File: src/tsa_pkg.sv
// ----------------------------------------------------------------------------
// Transfer slot allocator package
// Request modes, response status codes and register indexes for the
// allocator; its checker shares the widths and status codes.
// ----------------------------------------------------------------------------
package tsa_pkg;

   localparam int MODE_W   = 2;
   localparam int STATUS_W = 2;
   localparam int CFG_W    = 5;
   localparam int ELEM_W   = 32;
   localparam int COVER_W  = 16;
   localparam int SLOTIX_W = 4;
   localparam int REGIX_W  = 2;
   localparam int PADDR_W  = 4;

   localparam logic [MODE_W-1:0] MODE_ASSIGN = 2'd0;
   localparam logic [MODE_W-1:0] MODE_FREE   = 2'd1;
   localparam logic [MODE_W-1:0] MODE_PLACE  = 2'd2;

   localparam logic [STATUS_W-1:0] STATUS_OK      = 2'd0;
   localparam logic [STATUS_W-1:0] STATUS_RETRY   = 2'd1;
   localparam logic [STATUS_W-1:0] STATUS_DYNAMIC = 2'd2;
   localparam logic [STATUS_W-1:0] STATUS_BAD     = 2'd3;

   localparam logic [REGIX_W-1:0] REG_SEND_SLOTS   = 2'd0;
   localparam logic [REGIX_W-1:0] REG_RECV_SLOTS   = 2'd1;
   localparam logic [REGIX_W-1:0] REG_DYNAMIC_ONLY = 2'd2;
   localparam logic [REGIX_W-1:0] REG_BUFFER_ELEMS = 2'd3;

   localparam logic [COVER_W-1:0] COVER_MAX = 16'hFFFF;

endpackage

File: src/transfer_slot_allocator_top.sv
// ----------------------------------------------------------------------------
// Transfer slot allocator
// Two pools of fixed transfer buffer slots (send and receive), each with a
// held bitmap and an in-use count; assigns the lowest free slot, frees slots
// and packs slices of a run into a held slot.
// ----------------------------------------------------------------------------
// A request is taken whenever start is high and busy is low; busy is high only
// during reset and in the cycle after it. Each request gives exactly one
// response beat, marked by rsp_valid for one cycle; requests may be issued
// every cycle and responses come back in order at the same rate. The receiver
// cannot stall: each response beat must be taken in the one cycle in which it
// is shown. Each response passes through the request register followed by the
// response register, with the slot priority encoder and the offset add and
// capacity compare between them. The user must write registers over the APB
// port only while no request is in flight; the block does not enforce this.
module transfer_slot_allocator_top #(
   parameter int MAX_SLOTS = 16
) (
   input  logic                            clock,
   input  logic                            reset,
   input  logic                            start,
   output logic                            busy,
   input  logic [tsa_pkg::MODE_W-1:0]      req_mode,
   input  logic                            req_pool,
   input  logic [tsa_pkg::SLOTIX_W-1:0]    req_slot_index,
   input  logic [tsa_pkg::ELEM_W-1:0]      req_element_count,
   input  logic                            req_first_slice,
   output logic                            rsp_valid,
   output logic [tsa_pkg::STATUS_W-1:0]    rsp_status,
   output logic [tsa_pkg::SLOTIX_W-1:0]    rsp_granted_slot,
   output logic [tsa_pkg::ELEM_W-1:0]      rsp_slice_offset,
   output logic                            rsp_slice_in_slot,
   output logic [tsa_pkg::COVER_W-1:0]     rsp_covered_count,
   input  logic                            psel,
   input  logic                            penable,
   input  logic                            pwrite,
   input  logic [tsa_pkg::PADDR_W-1:0]     paddr,
   input  logic [31:0]                     pwdata,
   output logic [31:0]                     prdata,
   output logic                            pready
);

   localparam int SLOT_W = (MAX_SLOTS > 1) ? $clog2(MAX_SLOTS) : 1;
   localparam int CNT_W  = $clog2(MAX_SLOTS + 1);
   localparam int CMP_W  = (CNT_W > tsa_pkg::CFG_W) ? CNT_W : tsa_pkg::CFG_W;
   localparam int HELD_W = (MAX_SLOTS > 16) ? MAX_SLOTS : 16;
   localparam int HIDX_W = $clog2(HELD_W);
   localparam int GNT_W  = (SLOT_W > tsa_pkg::SLOTIX_W) ? SLOT_W : tsa_pkg::SLOTIX_W;

   // Configuration registers.
   logic [tsa_pkg::CFG_W-1:0]  send_slots_ff, recv_slots_ff;
   logic                       dyn_only_ff;
   logic [tsa_pkg::ELEM_W-1:0] buf_elems_ff;
   logic                       cfg_write;
   logic [tsa_pkg::REGIX_W-1:0] cfg_index;

   // Request register.
   logic                         busy_ff;
   logic                         req_valid_ff;
   logic [tsa_pkg::MODE_W-1:0]   mode_ff;
   logic                         pool_ff;
   logic [tsa_pkg::SLOTIX_W-1:0] slot_ff;
   logic [tsa_pkg::ELEM_W-1:0]   count_ff;
   logic                         first_ff;

   // Allocator state.
   logic [MAX_SLOTS-1:0]        send_held_ff, send_held_in;
   logic [MAX_SLOTS-1:0]        recv_held_ff, recv_held_in;
   logic [CNT_W-1:0]            send_use_ff, send_use_in;
   logic [CNT_W-1:0]            recv_use_ff, recv_use_in;
   logic [tsa_pkg::ELEM_W-1:0]  run_offset_ff, run_offset_in;
   logic [tsa_pkg::COVER_W-1:0] run_covered_ff, run_covered_in;

   // Response register.
   logic                         rsp_valid_ff;
   logic [tsa_pkg::STATUS_W-1:0] status_ff, status_in;
   logic [tsa_pkg::SLOTIX_W-1:0] granted_ff, granted_in;
   logic [tsa_pkg::ELEM_W-1:0]   offset_ff, offset_in;
   logic                         in_slot_ff, in_slot_in;
   logic [tsa_pkg::COVER_W-1:0]  covered_ff, covered_in;

   // Datapath intermediates.
   logic [CMP_W-1:0]            slots_cfg, slots_lim;
   logic [MAX_SLOTS-1:0]        cur_held, new_held, free_mask;
   logic [HELD_W-1:0]           held_wide, held_wide_clr;
   logic [HIDX_W-1:0]           slot_idx;
   logic [CNT_W-1:0]            cur_use, new_use;
   logic                        slot_ok, found;
   logic [SLOT_W-1:0]           grant_idx;
   logic [GNT_W-1:0]            grant_wide;
   logic [tsa_pkg::ELEM_W-1:0]  base_offset;
   logic [tsa_pkg::COVER_W-1:0] base_covered, bumped_covered;
   logic [tsa_pkg::ELEM_W:0]    slice_end;

   assign pready    = 1'b1;
   assign cfg_write = psel && penable && pwrite && pready;
   assign cfg_index = paddr[tsa_pkg::PADDR_W-1:2];

   always_comb begin
      unique case (cfg_index)
         tsa_pkg::REG_SEND_SLOTS:   prdata = 32'(send_slots_ff);
         tsa_pkg::REG_RECV_SLOTS:   prdata = 32'(recv_slots_ff);
         tsa_pkg::REG_DYNAMIC_ONLY: prdata = 32'(dyn_only_ff);
         tsa_pkg::REG_BUFFER_ELEMS: prdata = buf_elems_ff;
         default:                   prdata = '0;
      endcase
   end

   always_ff @(posedge clock) begin
      if (reset) begin
         send_slots_ff <= tsa_pkg::CFG_W'(1);
         recv_slots_ff <= tsa_pkg::CFG_W'(1);
         dyn_only_ff   <= 1'b0;
         buf_elems_ff  <= '0;
      end else if (cfg_write) begin
         unique case (cfg_index)
            tsa_pkg::REG_SEND_SLOTS:   send_slots_ff <= pwdata[tsa_pkg::CFG_W-1:0];
            tsa_pkg::REG_RECV_SLOTS:   recv_slots_ff <= pwdata[tsa_pkg::CFG_W-1:0];
            tsa_pkg::REG_DYNAMIC_ONLY: dyn_only_ff   <= pwdata[0];
            tsa_pkg::REG_BUFFER_ELEMS: buf_elems_ff  <= pwdata;
            default: ;
         endcase
      end
   end

   // Request register: a new beat may enter every cycle while busy is low.
   assign busy = busy_ff;

   always_ff @(posedge clock) begin
      if (reset) begin
         busy_ff      <= 1'b1;
         req_valid_ff <= 1'b0;
      end else begin
         busy_ff      <= 1'b0;
         req_valid_ff <= start && !busy_ff;
      end
   end

   always_ff @(posedge clock) begin
      if (start && !busy_ff) begin
         mode_ff  <= req_mode;
         pool_ff  <= req_pool;
         slot_ff  <= req_slot_index;
         count_ff <= req_element_count;
         first_ff <= req_first_slice;
      end
   end

   // Single-pass evaluation of the registered request against the pool state.
   always_comb begin
      slots_cfg = CMP_W'(pool_ff ? recv_slots_ff : send_slots_ff);
      slots_lim = (slots_cfg > CMP_W'(MAX_SLOTS)) ? CMP_W'(MAX_SLOTS) : slots_cfg;
      cur_held  = pool_ff ? recv_held_ff : send_held_ff;
      cur_use   = pool_ff ? recv_use_ff : send_use_ff;

      held_wide = HELD_W'(cur_held);
      slot_idx  = HIDX_W'(slot_ff);
      slot_ok   = (CMP_W'(slot_ff) < slots_lim) && held_wide[slot_idx];

      // Lowest free slot below the usable count; scanning downward lets the
      // lowest index win.
      for (int i = 0; i < MAX_SLOTS; i++) begin
         free_mask[i] = !cur_held[i] && (CMP_W'(i) < slots_lim);
      end
      found     = 1'b0;
      grant_idx = '0;
      for (int i = MAX_SLOTS - 1; i >= 0; i--) begin
         if (free_mask[i]) begin
            found     = 1'b1;
            grant_idx = SLOT_W'(i);
         end
      end
      grant_wide = GNT_W'(grant_idx);

      held_wide_clr           = held_wide;
      held_wide_clr[slot_idx] = 1'b0;

      base_offset    = first_ff ? '0 : run_offset_ff;
      base_covered   = first_ff ? '0 : run_covered_ff;
      bumped_covered = (base_covered == tsa_pkg::COVER_MAX) ? base_covered
                                                             : base_covered + 1'b1;
      slice_end      = {1'b0, base_offset} + {1'b0, count_ff};

      new_held       = cur_held;
      new_use        = cur_use;
      run_offset_in  = run_offset_ff;
      run_covered_in = run_covered_ff;
      status_in      = tsa_pkg::STATUS_OK;
      granted_in     = '0;
      offset_in      = '0;
      in_slot_in     = 1'b0;
      covered_in     = '0;

      case (mode_ff)
         tsa_pkg::MODE_ASSIGN: begin
            if (dyn_only_ff) begin
               status_in = tsa_pkg::STATUS_DYNAMIC;
            end else if (CMP_W'(cur_use) >= slots_lim || !found) begin
               status_in = tsa_pkg::STATUS_RETRY;
            end else begin
               new_held[grant_idx] = 1'b1;
               new_use             = cur_use + 1'b1;
               granted_in          = grant_wide[tsa_pkg::SLOTIX_W-1:0];
            end
         end
         tsa_pkg::MODE_FREE: begin
            if (dyn_only_ff) begin
               status_in = tsa_pkg::STATUS_DYNAMIC;
            end else if (!slot_ok) begin
               status_in = tsa_pkg::STATUS_BAD;
            end else begin
               new_held = held_wide_clr[MAX_SLOTS-1:0];
               if (cur_use != '0) begin
                  new_use = cur_use - 1'b1;
               end
            end
         end
         tsa_pkg::MODE_PLACE: begin
            if (dyn_only_ff) begin
               // Every slice goes dynamic but still counts as covered.
               status_in      = tsa_pkg::STATUS_DYNAMIC;
               run_offset_in  = base_offset;
               run_covered_in = bumped_covered;
               covered_in     = bumped_covered;
            end else if (!slot_ok) begin
               status_in  = tsa_pkg::STATUS_BAD;
               covered_in = run_covered_ff;
            end else if (slice_end <= {1'b0, buf_elems_ff}) begin
               offset_in      = base_offset;
               in_slot_in     = 1'b1;
               run_offset_in  = slice_end[tsa_pkg::ELEM_W-1:0];
               run_covered_in = bumped_covered;
               covered_in     = bumped_covered;
            end else begin
               run_offset_in  = base_offset;
               run_covered_in = base_covered;
               covered_in     = base_covered;
            end
         end
         default: begin
            status_in = tsa_pkg::STATUS_BAD;
         end
      endcase

      send_held_in = send_held_ff;
      recv_held_in = recv_held_ff;
      send_use_in  = send_use_ff;
      recv_use_in  = recv_use_ff;
      if (pool_ff) begin
         recv_held_in = new_held;
         recv_use_in  = new_use;
      end else begin
         send_held_in = new_held;
         send_use_in  = new_use;
      end
   end

   always_ff @(posedge clock) begin
      if (reset) begin
         send_held_ff   <= '0;
         recv_held_ff   <= '0;
         send_use_ff    <= '0;
         recv_use_ff    <= '0;
         run_offset_ff  <= '0;
         run_covered_ff <= '0;
         rsp_valid_ff   <= 1'b0;
      end else begin
         rsp_valid_ff <= req_valid_ff;
         if (req_valid_ff) begin
            send_held_ff   <= send_held_in;
            recv_held_ff   <= recv_held_in;
            send_use_ff    <= send_use_in;
            recv_use_ff    <= recv_use_in;
            run_offset_ff  <= run_offset_in;
            run_covered_ff <= run_covered_in;
         end
      end
   end

   always_ff @(posedge clock) begin
      if (req_valid_ff) begin
         status_ff  <= status_in;
         granted_ff <= granted_in;
         offset_ff  <= offset_in;
         in_slot_ff <= in_slot_in;
         covered_ff <= covered_in;
      end
   end

   assign rsp_valid         = rsp_valid_ff;
   assign rsp_status        = status_ff;
   assign rsp_granted_slot  = granted_ff;
   assign rsp_slice_offset  = offset_ff;
   assign rsp_slice_in_slot = in_slot_ff;
   assign rsp_covered_count = covered_ff;

endmodule

File: config.mk
export PLATFORM = sky130hd
export DESIGN_NAME = transfer_slot_allocator_top
export DESIGN_NICKNAME = d
export VERILOG_FILES = /design/src/tsa_pkg.sv /design/src/transfer_slot_allocator_top.sv
export SDC_FILE = /design/constraint.sdc
export NUM_CORES = 1
export LEC_CHECK = 0
export ABC_CLOCK_PERIOD_IN_PS = 7600
export BUFFER_PORTS_ARGS = -buffer_cell sky130_fd_sc_hd__buf_2
export CAP_MARGIN = 20
export CORE_ASPECT_RATIO = 1.25
export CORE_UTILIZATION = 55
export CTS_BUF_LIST = sky130_fd_sc_hd__clkbuf_4 sky130_fd_sc_hd__clkbuf_8 sky130_fd_sc_hd__clkbuf_16
export DETAILED_ROUTE_END_ITERATION = 12
export PLACE_DENSITY = 0.78
export SLEW_MARGIN = 15
export SYNTH_ARGS = -nofsm -noshare
export SYNTH_HDL_FRONTEND = slang
export SYNTH_SLANG_ARGS = --single-unit
File: constraint.sdc
create_clock -name clock -period 7.6 [get_ports clock]
set_input_delay 1.14 -clock clock [delete_from_list [all_inputs] [get_ports clock]]
set_output_delay 1.14 -clock clock [all_outputs]
set_load 0.05 [all_outputs]
==> results_dict.tcl <==
set metrics [dict create \
    vdd_ir_drop_max_mv 0.242 \
    gr-total-overflow 0 \
    number_of_h_tree_levels 1 \
    place_congestion 0.983 \
    setup_viol 0 \
    crit-reg2reg-launch "first_ff" \
    postCtsSetupRepairBufs 0 \
    clockRootBuffer "sky130_fd_sc_hd__clkbuf_16" \
    tightest_slew_ps 986 \
    routed_wirelength_um 37700 \
    timing.final.crit_period_ps 6540 \
    grt_first_pass_wirelength_um 60000 \
    place_ws_ps 1260 \
    fin_crit_sh_pct 86.1 \
    critPathCaptureType "flip-flop" \
    worst_slew_margin_rel_pct 33.9 \
    rows 64 \
    antenna_found_initial 0 \
    crit_slowest_cell "sky130_fd_sc_hd__edfxtp_1" \
    detailroute.via_count 12200 \
    finalMaxSlewViolations 0 \
    antenna_violating_nets_post_route 0 \
    proportion_of_synthesized_chip_area_in_sequential_cells_pct 40.9 \
    postSynthCellCount 1460 \
    cts_clock_pin_slew_for_the_worst_setup_and_hold_paths_ps 60 \
    critical_path.startpoint "first_ff" \
    synth_fa_ha_area_share_pct 7.48 \
    status "finished, final reports clean" \
    fin_nets 1761 \
    first_pass_iters 5 \
    grt.total_usage_pct 29.9 \
    post_cts_hold_buffer_count 0 \
    synth_compound_area_share_pct 21.3 \
    worstSetupPathType "reg -> reg" \
    hold_viol_final 0 \
    fin_skew_ps 18.1 \
    fin_ws_ps 1060 \
    total_leakage_power_nw 6.15 \
    post-route-drc-count 0 \
    wl_per_cell_um 19.4 \
    synthSimpleGateAreaFrac_pct 18.5 \
    most_frequent_cells_in_the_layout "sky130_fd_sc_hd__buf_2 (168), sky130_fd_sc_hd__nand2_1 (141), sky130_fd_sc_hd__dfxtp_1 (135)" \
    synth.largest_area_cell "sky130_fd_sc_hd__edfxtp_1" \
    syn-num-nets 1623 \
    path_cells "nor2b_1, ha_1, a21oi_1, o21ai_0, a211oi_1, a21oi_1, a31oi_1, o21ai_0, xor2_1, ha_1, nand4_1, nor4_1, buf_4, a21oi_1, a21o_1, a21oi_2, nand2_1, nor4_4, buf_4, a22o_1" \
    initial_utilization_pct 55.9 \
    hpwlAfterDp_um 26900 \
    pin_count_of_the_biggest_net_entering_global_routing 74 \
    critical_path_arrival_ps 7000 \
    fraction_of_layout_cells_with_a_size_suffix_above_1_pct 18.1 \
    first_global_vias 11700 \
    area_growth_syn_to_layout_pct 13.6 \
    vias_per_cell 6.25 \
    most_common_cell_after_layout_fill_and_taps_aside "sky130_fd_sc_hd__buf_2" \
    cap_violations 0 \
    ys_top_cells_by_area "sky130_fd_sc_hd__edfxtp_1 (21%), sky130_fd_sc_hd__dfxtp_1 (20%), sky130_fd_sc_hd__ha_1 (7.3%)" \
    synth_top_family_by_area "compound AO/OA/AOI/OAI gates" \
    syn_avg_cell_area_um2 9.34 \
    dieArea_mm2 0.0254 \
    clock_path_buffers 3 \
    synth_cell_type_count 100 \
    ys_ff_latch 231 \
    hold_path_class "reg -> reg" \
    power.density_cell_area_mw_per_mm2 181 \
    core_region_area_mm2 0.0244 \
    critPathRequiredTime_ps 8050 \
    holdWs_ps 456 \
    cts_repair_resize_count 0 \
    min_from "buf_elems_ff[8]" \
    fp.dieH_um 178 \
    numClockSinks 231 \
    yosys.area_share.xor_xnor_pct 1.93 \
    die_w_um 143 \
    tritoncts.num_buffers 25 \
    ys_dominant_reg_cell "sky130_fd_sc_hd__dfxtp_1" \
    gate_family_responsible_for_the_most_delay_along_the_worst_path "compound AO/OA/AOI/OAI gates" \
    number_of_enable_type_register_cells_in_the_synthesized_netlist 95 \
    cts_tree "yes" \
    rsz_0062_raised_after_global_routing "no" \
    synth_mux_area_share_pct 5.22 \
    io_pins 172 \
    critPathMaxFanout 32 \
    syn-cell-area_mm2 0.0136 \
    synth_largest_type_area_fraction_pct 20.9 \
    timing.setup.tns_ps 0 \
    critical-path-max-stage-delay_ps 780 \
    yosys_synthesis_warning_count 0 \
    clock_insertion_delay_worst_skew_ps 530 \
    setup.worst_path.start_class "flip-flop" \
    detail_route.iter0.violations 1113 \
    asyncSetResetFlopFracSynth_pct 0 \
    portBuffers 168 \
    crit_top_cell "sky130_fd_sc_hd__a21oi_1" \
    diodes 0 \
    worstPathBufferInverterCount 2 \
    fmax_mhz 153 \
]
==> where the power goes <==
group,leakage (nW),switching (W),internal (W)
Combinational,3.71,0.000186,0.0000881
Clock,0.418,0.000492,0.000706
Sequential,2.01,0.0000201,0.00131
Total,6.15,0.000698,0.00211
==> registers in the layout, summed over array words and instances (netlist names), 16 cells and up <==
name               flops
buf_elems_ff          32
count_ff              32
recv_held_ff          16
rsp_covered_count     16
rsp_slice_offset      32
run_covered_ff        16
run_offset_ff         32
send_held_ff          16
==> area by class of cell <==
class                      instances  area [um2]
sequential                       231        5580
clock inverter                     5        37.5
timing repair buffer             190        1010
fill                            1988        8930
tap                              330         413
multi-input combinational       1091        7460
clock buffer                      40         781
inverter                          59         221
==> cells in the mapped netlist, types with 8 or more instances <==
master,instances
sky130_fd_sc_hd__buf_4,8
sky130_fd_sc_hd__nor2b_1,47
sky130_fd_sc_hd__o21bai_1,8
sky130_fd_sc_hd__xor2_1,12
sky130_fd_sc_hd__a21oi_1,119
sky130_fd_sc_hd__nor4_1,8
sky130_fd_sc_hd__nand3_1,36
sky130_fd_sc_hd__mux2_2,12
sky130_fd_sc_hd__nor3_1,29
sky130_fd_sc_hd__or3_1,8
sky130_fd_sc_hd__a31oi_1,22
sky130_fd_sc_hd__a41oi_1,21
sky130_fd_sc_hd__inv_1,59
sky130_fd_sc_hd__o22ai_1,9
sky130_fd_sc_hd__nand4_1,27
sky130_fd_sc_hd__and3_1,42
sky130_fd_sc_hd__nor2_1,95
sky130_fd_sc_hd__ha_1,80
sky130_fd_sc_hd__clkbuf_1,54
sky130_fd_sc_hd__nand2_1,141
sky130_fd_sc_hd__o21ai_0,76
sky130_fd_sc_hd__a22o_1,32
sky130_fd_sc_hd__edfxtp_1,95
sky130_fd_sc_hd__dfxtp_1,136
sky130_fd_sc_hd__a211oi_1,16
sky130_fd_sc_hd__o211ai_1,17
sky130_fd_sc_hd__a21o_1,13
sky130_fd_sc_hd__mux2i_1,40
sky130_fd_sc_hd__and2_1,12
sky130_fd_sc_hd__xnor2_1,18
==> kinds of logic after synthesis <==
family | count (synthesis)
buffers and inverters | 138
muxes | 61
xor gates and xnor gates | 30
adders and majority gates | 81
other | 1
AOI/OAI and AO/OA | 423
and+or+nand+nor | 495
DFF | 231
==> worst reg2reg max path, cell delays in order (launching register included) <==
cell and delay (ps):
sky130_fd_sc_hd__edfxtp_1 780, sky130_fd_sc_hd__nor2b_1 150, sky130_fd_sc_hd__ha_1 360, sky130_fd_sc_hd__a21oi_1 380
sky130_fd_sc_hd__o21ai_0 210, sky130_fd_sc_hd__a211oi_1 470, sky130_fd_sc_hd__a21oi_1 160, sky130_fd_sc_hd__a31oi_1 440
sky130_fd_sc_hd__o21ai_0 190, sky130_fd_sc_hd__xor2_1 210, sky130_fd_sc_hd__ha_1 330, sky130_fd_sc_hd__nand4_1 140
sky130_fd_sc_hd__nor4_1 380, sky130_fd_sc_hd__buf_4 200, sky130_fd_sc_hd__a21oi_1 60, sky130_fd_sc_hd__a21o_1 170
sky130_fd_sc_hd__a21oi_2 480, sky130_fd_sc_hd__nand2_1 400, sky130_fd_sc_hd__nor4_4 330, sky130_fd_sc_hd__buf_4 420
sky130_fd_sc_hd__a22o_1 220
==> stage by stage <==
step	instances	area [um2]	util, %	power (W)
after detailed placement	1901	14700	60.1	0.00163
after floorplan	1460	13600	-	0.00154
after global placement	1901	14700	60.1	0.00162
final	1946	15500	63.4	0.00281
after CTS	1946	15500	63.4	0.00281
after global routing	1946	15500	63.4	0.00289
==> metal layers <==
| metal | GRT usage (%) | share of wire (%) |
|---|---|---|
| met1 | 36.4 | 40 |
| met2 | 52.4 | 49 |
| met3 | 4.59 | 7.3 |
| met4 | 12.3 | 3.8 |
| met5 | 0 | 0 |
==> path summary, 6_finish.rpt <==
check	to	slack (ps)	cells after the start
worst max register to register	run_offset_ff[17]	1060	20
worst min register to register	buf_elems_ff[8]	460	2
worst min-delay path	buf_elems_ff[8]	460	2
worst max-delay path	run_offset_ff[17]	1060	20
Power figures use the tool's default switching activity.
